$ cat src/design/nmf_pkg.sv
// ----------------------------------------------------------------------------
// nmf_pkg
// Shared types, constants and the reciprocal table of the neighbour mean filter.
// ----------------------------------------------------------------------------
`default_nettype none

package nmf_pkg;

   localparam int MAX_WIDTH_DEF  = 1024;
   localparam int MAX_HEIGHT_DEF = 4096;

   localparam int CH_W      = 8;
   localparam int NUM_LANES = 3;
   localparam int PIX_W     = CH_W * NUM_LANES;
   localparam int WIN_N     = 9;
   localparam int WIN_CTR   = 4;
   localparam int CNT_W     = 4;
   localparam int SUM_W     = 11;
   localparam int RCP_W     = 17;
   localparam int RCP_SHIFT = 16;
   localparam int PROD_W    = SUM_W + RCP_W;

   localparam int FW_W       = 11;
   localparam int FH_W       = 13;
   localparam int CSR_ADDR_W = 1;
   localparam int CSR_DATA_W = 13;

   localparam logic [FW_W-1:0] FRAME_WIDTH_RST  = FW_W'(640);
   localparam logic [FH_W-1:0] FRAME_HEIGHT_RST = FH_W'(480);

   typedef enum logic [CSR_ADDR_W-1:0] {
      CSR_FRAME_WIDTH  = 1'b0,
      CSR_FRAME_HEIGHT = 1'b1
   } csr_index_type;

   typedef enum logic {
      CMD_PIXEL = 1'b0,
      CMD_DRAIN = 1'b1
   } cmd_type;

   typedef enum logic {
      ST_IDLE,
      ST_UPDATE
   } ctrl_state_type;

   typedef logic [PIX_W-1:0]            pixel_type;
   typedef logic [WIN_N-1:0][PIX_W-1:0] window_type;
   typedef logic [WIN_N-1:0][CH_W-1:0]  chan_win_type;

   typedef struct packed {
      logic             valid;
      logic [WIN_N-1:0] use_mask;
      logic [CNT_W-1:0] cnt;
      logic             last;
   } launch_type;

   // floor(2^16 / n) + 1: exact quotient for sums below 2^11
   function automatic logic [RCP_W-1:0] recip(input logic [CNT_W-1:0] n);
      logic [RCP_W-1:0] r;
      case (n)
         4'd1:    r = RCP_W'(65537);
         4'd2:    r = RCP_W'(32769);
         4'd3:    r = RCP_W'(21846);
         4'd4:    r = RCP_W'(16385);
         4'd5:    r = RCP_W'(13108);
         4'd6:    r = RCP_W'(10923);
         4'd7:    r = RCP_W'(9363);
         4'd8:    r = RCP_W'(8193);
         default: r = '0;
      endcase
      return r;
   endfunction

endpackage

`default_nettype wire

$ cat src/design/nmf_lane.sv
// ----------------------------------------------------------------------------
// nmf_lane
// One color channel: masked neighbour sum, then mean by reciprocal multiply.
// ----------------------------------------------------------------------------
`default_nettype none

module nmf_lane
   import nmf_pkg::*;
(
   input  wire logic             clock,
   input  wire logic             en_a,
   input  wire logic             en_b,
   input  wire chan_win_type     nbr,
   input  wire logic [WIN_N-1:0] use_mask,
   input  wire logic [CNT_W-1:0] cnt,
   output logic      [CH_W-1:0]  mean
);

   logic [SUM_W-1:0]  sum_ff, sum_in;
   logic [CNT_W-1:0]  cnt_ff;
   logic [CH_W-1:0]   ctr_ff;
   logic [CH_W-1:0]   mean_ff, mean_in;
   logic [PROD_W-1:0] prod;

   always_comb begin
      sum_in = '0;
      for (int i = 0; i < WIN_N; i++) begin
         if (use_mask[i]) begin
            sum_in = sum_in + SUM_W'(nbr[i]);
         end
      end
   end

   assign prod    = PROD_W'(sum_ff) * PROD_W'(recip(cnt_ff));
   assign mean_in = (cnt_ff == '0) ? ctr_ff : prod[RCP_SHIFT +: CH_W];

   always_ff @(posedge clock) begin
      if (en_a) begin
         sum_ff <= sum_in;
         cnt_ff <= cnt;
         ctr_ff <= nbr[WIN_CTR];
      end
      if (en_b) begin
         mean_ff <= mean_in;
      end
   end

   assign mean = mean_ff;

endmodule

`default_nettype wire

$ cat config.mk
export PLATFORM = sky130hd
export DESIGN_NAME = nmf_lane
export DESIGN_NICKNAME = d
export VERILOG_FILES = /design/src/design/nmf_pkg.sv /design/src/design/nmf_lane.sv
export SDC_FILE = /design/constraint.sdc
export NUM_CORES = 1
export LEC_CHECK = 0
export BUFFER_PORTS_ARGS = -buffer_cell sky130_fd_sc_hd__buf_2
export CAP_MARGIN = 20
export CORE_MARGIN = 5
export CORE_UTILIZATION = 40
export CTS_CLUSTER_DIAMETER = 30
export DETAILED_ROUTE_END_ITERATION = 10
export GPL_ROUTABILITY_DRIVEN = 0
export GPL_TIMING_DRIVEN = 0
export PLACE_DENSITY = 0.65
export SLEW_MARGIN = 15
export SYNTH_ARGS = -nofsm -noshare
export SYNTH_HDL_FRONTEND = slang
export SYNTH_SLANG_ARGS = --single-unit
$ cat constraint.sdc
create_clock -name clock -period 12.9 [get_ports clock]
set_input_delay 1.935 -clock clock [delete_from_list [all_inputs] [get_ports clock]]
set_output_delay 1.935 -clock clock [all_outputs]
set_load 0.01 [all_outputs]
; Word-level counts from Yosys, hierarchy flattened
; Memory sizes are Yosys's and may differ from the RTL's. A register that Yosys moved wholly into a read port is not among the register bits.
; Index checks and enable logic that the tools add are counted.
[word_totals]
ff_bits = 31
mem_bits_ro = 272
inputBits = 88
out_inout_bits = 8
word_cells = 26
mem_count = 1
[mem_list]
columns = memory, depth, width, read_ports, rd_clocked_by_memory_dff, wr, line_no
row1 = (name not given), 16, 17, 1, 1, 0, nmf_pkg.sv:60  ; case (n)
[classes]
addsub = 8
n_mul = 1
muxes = 11
reduce_logical = 1
[ops]
columns = op, n
row1 = 11-bit by 8-bit adder with 11-bit output, 8
row2 = 11-bit 2-to-1 mux, 8
row3 = 11-bit by 17-bit multiplier with 24-bit output, 1
row4 = 8-bit 2-to-1 mux, 2
row5 = 4-bit zero test, 1
row6 = 4-bit 2-to-1 mux, 1

; Logic depth before layout (Yosys ltp)
[depth]
depth_word = 17
depth_mapped = 48
ltp_nobuf = 48

; Worst setup path after synthesis
; Ideal clock, no wire load.
[synth_timing]
path_kind = in2reg
start = in use_mask[0]
end = reg sum_ff[10], data pin
setup_ns = 0.268
t_arrival_ns = 9.725
t_required_ns = 12.632
slack_ns = 2.907
stages = 45
n_path_buf = 0
cell_sequence = and2_1 -> ha_1 -> inv_1 -> fa_1 -> nor2b_1 -> o31a_1 -> a21oi_1 -> mux2_2 -> ha_1 -> o21ai_0 -> nor2_1 -> o21ai_0 -> o21a_1 -> ha_1 -> o21a_1 -> o31a_1 -> a211oi_1 -> a21o_1 -> [9 not listed] -> a21oi_1 -> o21ba_2 -> ha_1 -> inv_1 -> a211oi_1 -> o21ai_0 -> o21ai_1 -> inv_1 -> ha_1 -> or3_1 -> a21oi_1 -> a21oi_1 -> ha_1 -> nor2b_1 -> o21a_1 -> o21ai_0 -> nor3_1 -> xnor3_1
[synth_via]
elab_chain_len = 17
[synth_lines]
columns = item, line_no
row1 = "start, declared", nmf_lane.sv:14  ; input wire logic [WIN_N-1:0] use_mask,
row2 = 8-bit 2-to-1 mux (*), nmf_lane.sv:28  ; if (use_mask[i]) begin
row3 = 11-bit by 8-bit adder with 11-bit output, nmf_lane.sv:29  ; sum_in = sum_in + SUM_W'(nbr[i]);
row4 = 11-bit 2-to-1 mux (*), nmf_lane.sv:28
row5 = 11-bit by 8-bit adder with 11-bit output, nmf_lane.sv:29
row6 = 11-bit 2-to-1 mux (*), nmf_lane.sv:28
row7 = 11-bit by 8-bit adder with 11-bit output, nmf_lane.sv:29
row8 = 11-bit 2-to-1 mux (*), nmf_lane.sv:28
row9 = 11-bit by 8-bit adder with 11-bit output, nmf_lane.sv:29
row10 = [2 not listed], -
row11 = 11-bit 2-to-1 mux (*), nmf_lane.sv:28
row12 = 11-bit by 8-bit adder with 11-bit output, nmf_lane.sv:29
row13 = 11-bit 2-to-1 mux (*), nmf_lane.sv:28
row14 = 11-bit by 8-bit adder with 11-bit output, nmf_lane.sv:29
row15 = 11-bit 2-to-1 mux (*), nmf_lane.sv:28
row16 = 11-bit by 8-bit adder with 11-bit output, nmf_lane.sv:29
row17 = 11-bit 2-to-1 mux (*), nmf_lane.sv:28
row18 = named net sum_in[10], nmf_lane.sv:19  ; logic [SUM_W-1:0] sum_ff, sum_in;
row19 = "end signal, assigned", nmf_lane.sv:39  ; sum_ff <= sum_in;
row20 = "end, declared", nmf_lane.sv:19
; Mark *: on every way through the listed nets, which the timed path passes. The rest lies on a longest branch.
; A chain may end at the register's enable or synchronous reset.

; Worst setup path in the final report
; Ends and elaborated chain as after synthesis.

==> metrics.yaml <==
synthesis:
  synth-edff-count: 31
  synth_compound_area_share_pct: 14.4
  synth_seq_cells: 44
  ys_types: 58
  async_reset_ff_share_pct: 0
  synth.top_cell.area_share_pct: 27.1
  syn_avg_cell_area_um2: 8.86
  synth_nets: 1471
  muxShareOfSynthArea_pct: 3.86
  yosysWarnings: 0
  synth_top_cell_by_area: "fa_1"
  synth_flop_cell: "edfxtp_1"
  synth-adder-area-share_pct: 41.3
  synth_top_family_by_area: "adder cells"
  synth_xor_area_share_pct: 5.32
  yosys-top-cells-area: "fa_1 27%, ha_1 14%, edfxtp_1 9.3%, inv_1 6.9%, nand2_1 4.5%"
  yosysSeqAreaShare_pct: 11.9
  netlist_instances: 1133
  syn_area_um2: 10000
  synth_simple_gate_area_share_pct: 14.9
sta:
  min_period_over_period_pct: 84.8
  fin_worst_skew_ns: 0.00561
  slew_viol_final: 0
  max_slew.worst_pin.slew_ns: 0.663
  slew_headroom_pct: 55.5
  fin_setup_tns_ns: 0
  grt_setup_unrepaired: "no"
  post-route-min-period_ns: 10.93
  fmax_mhz: 91.5
  finalHoldViolations: 0
  setup_violations: 0
layout:
  fin_util_pct: 44.4
  final_cells: 1562
  drive_above_1_share_pct: 11.0
  areaGrowthSynthToFinish_pct: 10.4
  nNetsFinal: 1569
  antenna_cells: 0
die:
  die_h_um: 168
  core_um2: 25000
  chipWidth_um: 168
  ios: 96
  row_count: 58
  die_area_um2: 28400
  start_util_pct: 40.2
setup_path:
  start_kind: "input pin"
  reg2regPathDepth: 21
  worstPathRequired_ns: 12.93
  critical_path.slowest_cell: "a211oi_1"
  cp_max_fo: 8
  cpMostUsedCell: "ha_1"
  path_class: "in -> reg"
  cp_top_family: "compound AO/OA/AOI/OAI gates"
  cpPeakStageDelay_ns: 0.49
  worst-path-buf-inv: 4
  ff2ff_setup_slack_ns: 6.40
  crit_path_end_kind: "flip-flop"
  r2r-end: "mean[7]"
  arrival_ns: 10.96
clock_network:
  cts_root_buf: "clkbuf_16"
  cts_made_buffers: 5
  cts_setup_buffers: 0
  cts_resized: 0
  worstSkewPairLatency_ns: 0.29
  cts_max_level: 2
  cts_hold_buffers: 0
  cts_max_path_buffers: 2
  cts_tree: "yes"
  path_clk_slew_ns: 0.06
  cts.sinks: 44
drt:
  wirelength_um: 23700
  drtPass1Iterations: 5
  wl_per_cell_um: 15.2
  viasPerCell: 5.00
  drtAntennaViolNets: 0
  drc: 0
  first_iter_violations: 363
  vias: 7813
global_route:
  grt_pass1_wl_um: 39800
  overflow: 0
  grt_max_degree: 25
  antenna_found_initial: 2
  grt_pass1_vias: 8129
  grt_usage_pct: 17.2
hold_path:
  hp-class: "reg -> reg"
  holdPathStages: 2
  worstHoldStart: "ctr_ff[3]"
  holdPathEnd: "mean[3]"
pwr:
  vdd.ir_drop.worst_v: 0.0000960
  leakage_nw: 5.39
  p_per_area_nw_per_um2: 164
placement:
  hpwl_um: 20700
  dp_cells: 1554
  port_buffers: 91
run_status:
  status: "complete, no violations"
job:
  maxCapViolations: 0
-- cells in the mapped netlist (all sizes together) (3+ instances only) --
library cell    n
inv           184
fa            136
nand2         121
ha            114
and2           72
o21ai          54
nor2           51
a21oi          46
xnor2          38
clkbuf         32
edfxtp         31
a21o           24
o21a           23
mux2           22
a211oi         16
xor2           16
mux2i          14
nand3          14
nor2b          14
nor3           14
dfxtp          13
o31ai          12
nand2b         11
o31a            7
o21bai          6
a31oi           4
and3            4
o311a           3
or2             3
-- through the flow --
stage / instance area, um^2 / power [mW] / worst slack, ns / hold slack [ns]
2_1_floorplan: 10000 / 1.34 / 2.91 / 0.495
3_3_place_gp: 10900 / 1.65 / 1.87 / 0.503
3_5_place_dp: 10900 / 1.69 / 1.73 / 0.511
4_1_cts: 11100 / 1.84 / 1.99 / 0.527
5_1_grt: 11100 / 2.05 / 1.21 / 0.545
6_report: 11100 / 1.82 / 1.97 / 0.526
-- how the worst max path moves through the flow --
stage                     cells after the start  slack (ns)   startpoint          to
after floorplan                              45        2.91  use_mask[0]  sum_ff[10]
after global placement                       44        1.87  use_mask[0]  sum_ff[10]
after detailed placement                     47        1.73  use_mask[0]  sum_ff[10]
after CTS                                    47        1.99  use_mask[0]  sum_ff[10]
after global routing                         47        1.21  use_mask[0]  sum_ff[10]
final                                        47        1.97  use_mask[0]  sum_ff[10]
-- kinds of logic after synthesis --
kind of cell | after synthesis
buffers and inverters | 220
muxes | 36
xor gates and xnor gates | 56
AOI/OAI and AO/OA | 215
adders and majority gates | 250
and+or+nand+nor | 312
DFF | 44
-- report_power, final --
part | total (mW) | internal [mW] | leakage, nW | switching, mW
Combinational | 1.43 | 0.623 | 4.89 | 0.812
Sequential | 0.242 | 0.214 | 0.412 | 0.0282
Clock | 0.141 | 0.0891 | 0.0852 | 0.0515
-- worst min-delay path, stage by stage (launching register included) --
cell and delay (ns):
edfxtp_1 0.32, nand2_1 0.04, o21ai_1 0.06
-- cells in the final DEF, fill, tap and decap left out, types with 9 or more instances in the layout --
cell type  instances
ha_1             114
a211oi_1          16
inv_1            184
mux2_2            22
a21oi_1           46
clkbuf_1          32
o21a_1            23
and2_1            72
nand2b_1          11
xor2_1            14
o31ai_1            9
nand2_1          121
dfxtp_1           13
a21o_1            24
nor3_1            14
o21ai_0           33
o21ai_1           21
xnor2_1           38
mux2i_1           14
nor2_1            51
nor2b_1           13
fa_1             136
nand3_1           14
edfxtp_1          31
buf_2             91
-- cell type report --
cell class / count / area [um^2]
Fill cell: 2484 / 13900
Multi-Input combinational cell: 869 / 8030
Sequential cell: 44 / 1190
Inverter: 186 / 698
Timing Repair Buffer: 91 / 455
Tap cell: 330 / 413
Clock buffer: 7 / 164
Buffer: 34 / 128
Clock inverter: 1 / 8.76
-- layer usage --
layer,vias up,track usage [%],wire [um]
li1,3919,-,-
met1,3682,22.8,10600
met2,176,29.5,11400
met3,32,2.96,1230
met4,4,4.23,448
met5,-,0,23
No activity file was read; power rests on OpenSTA's default activity.
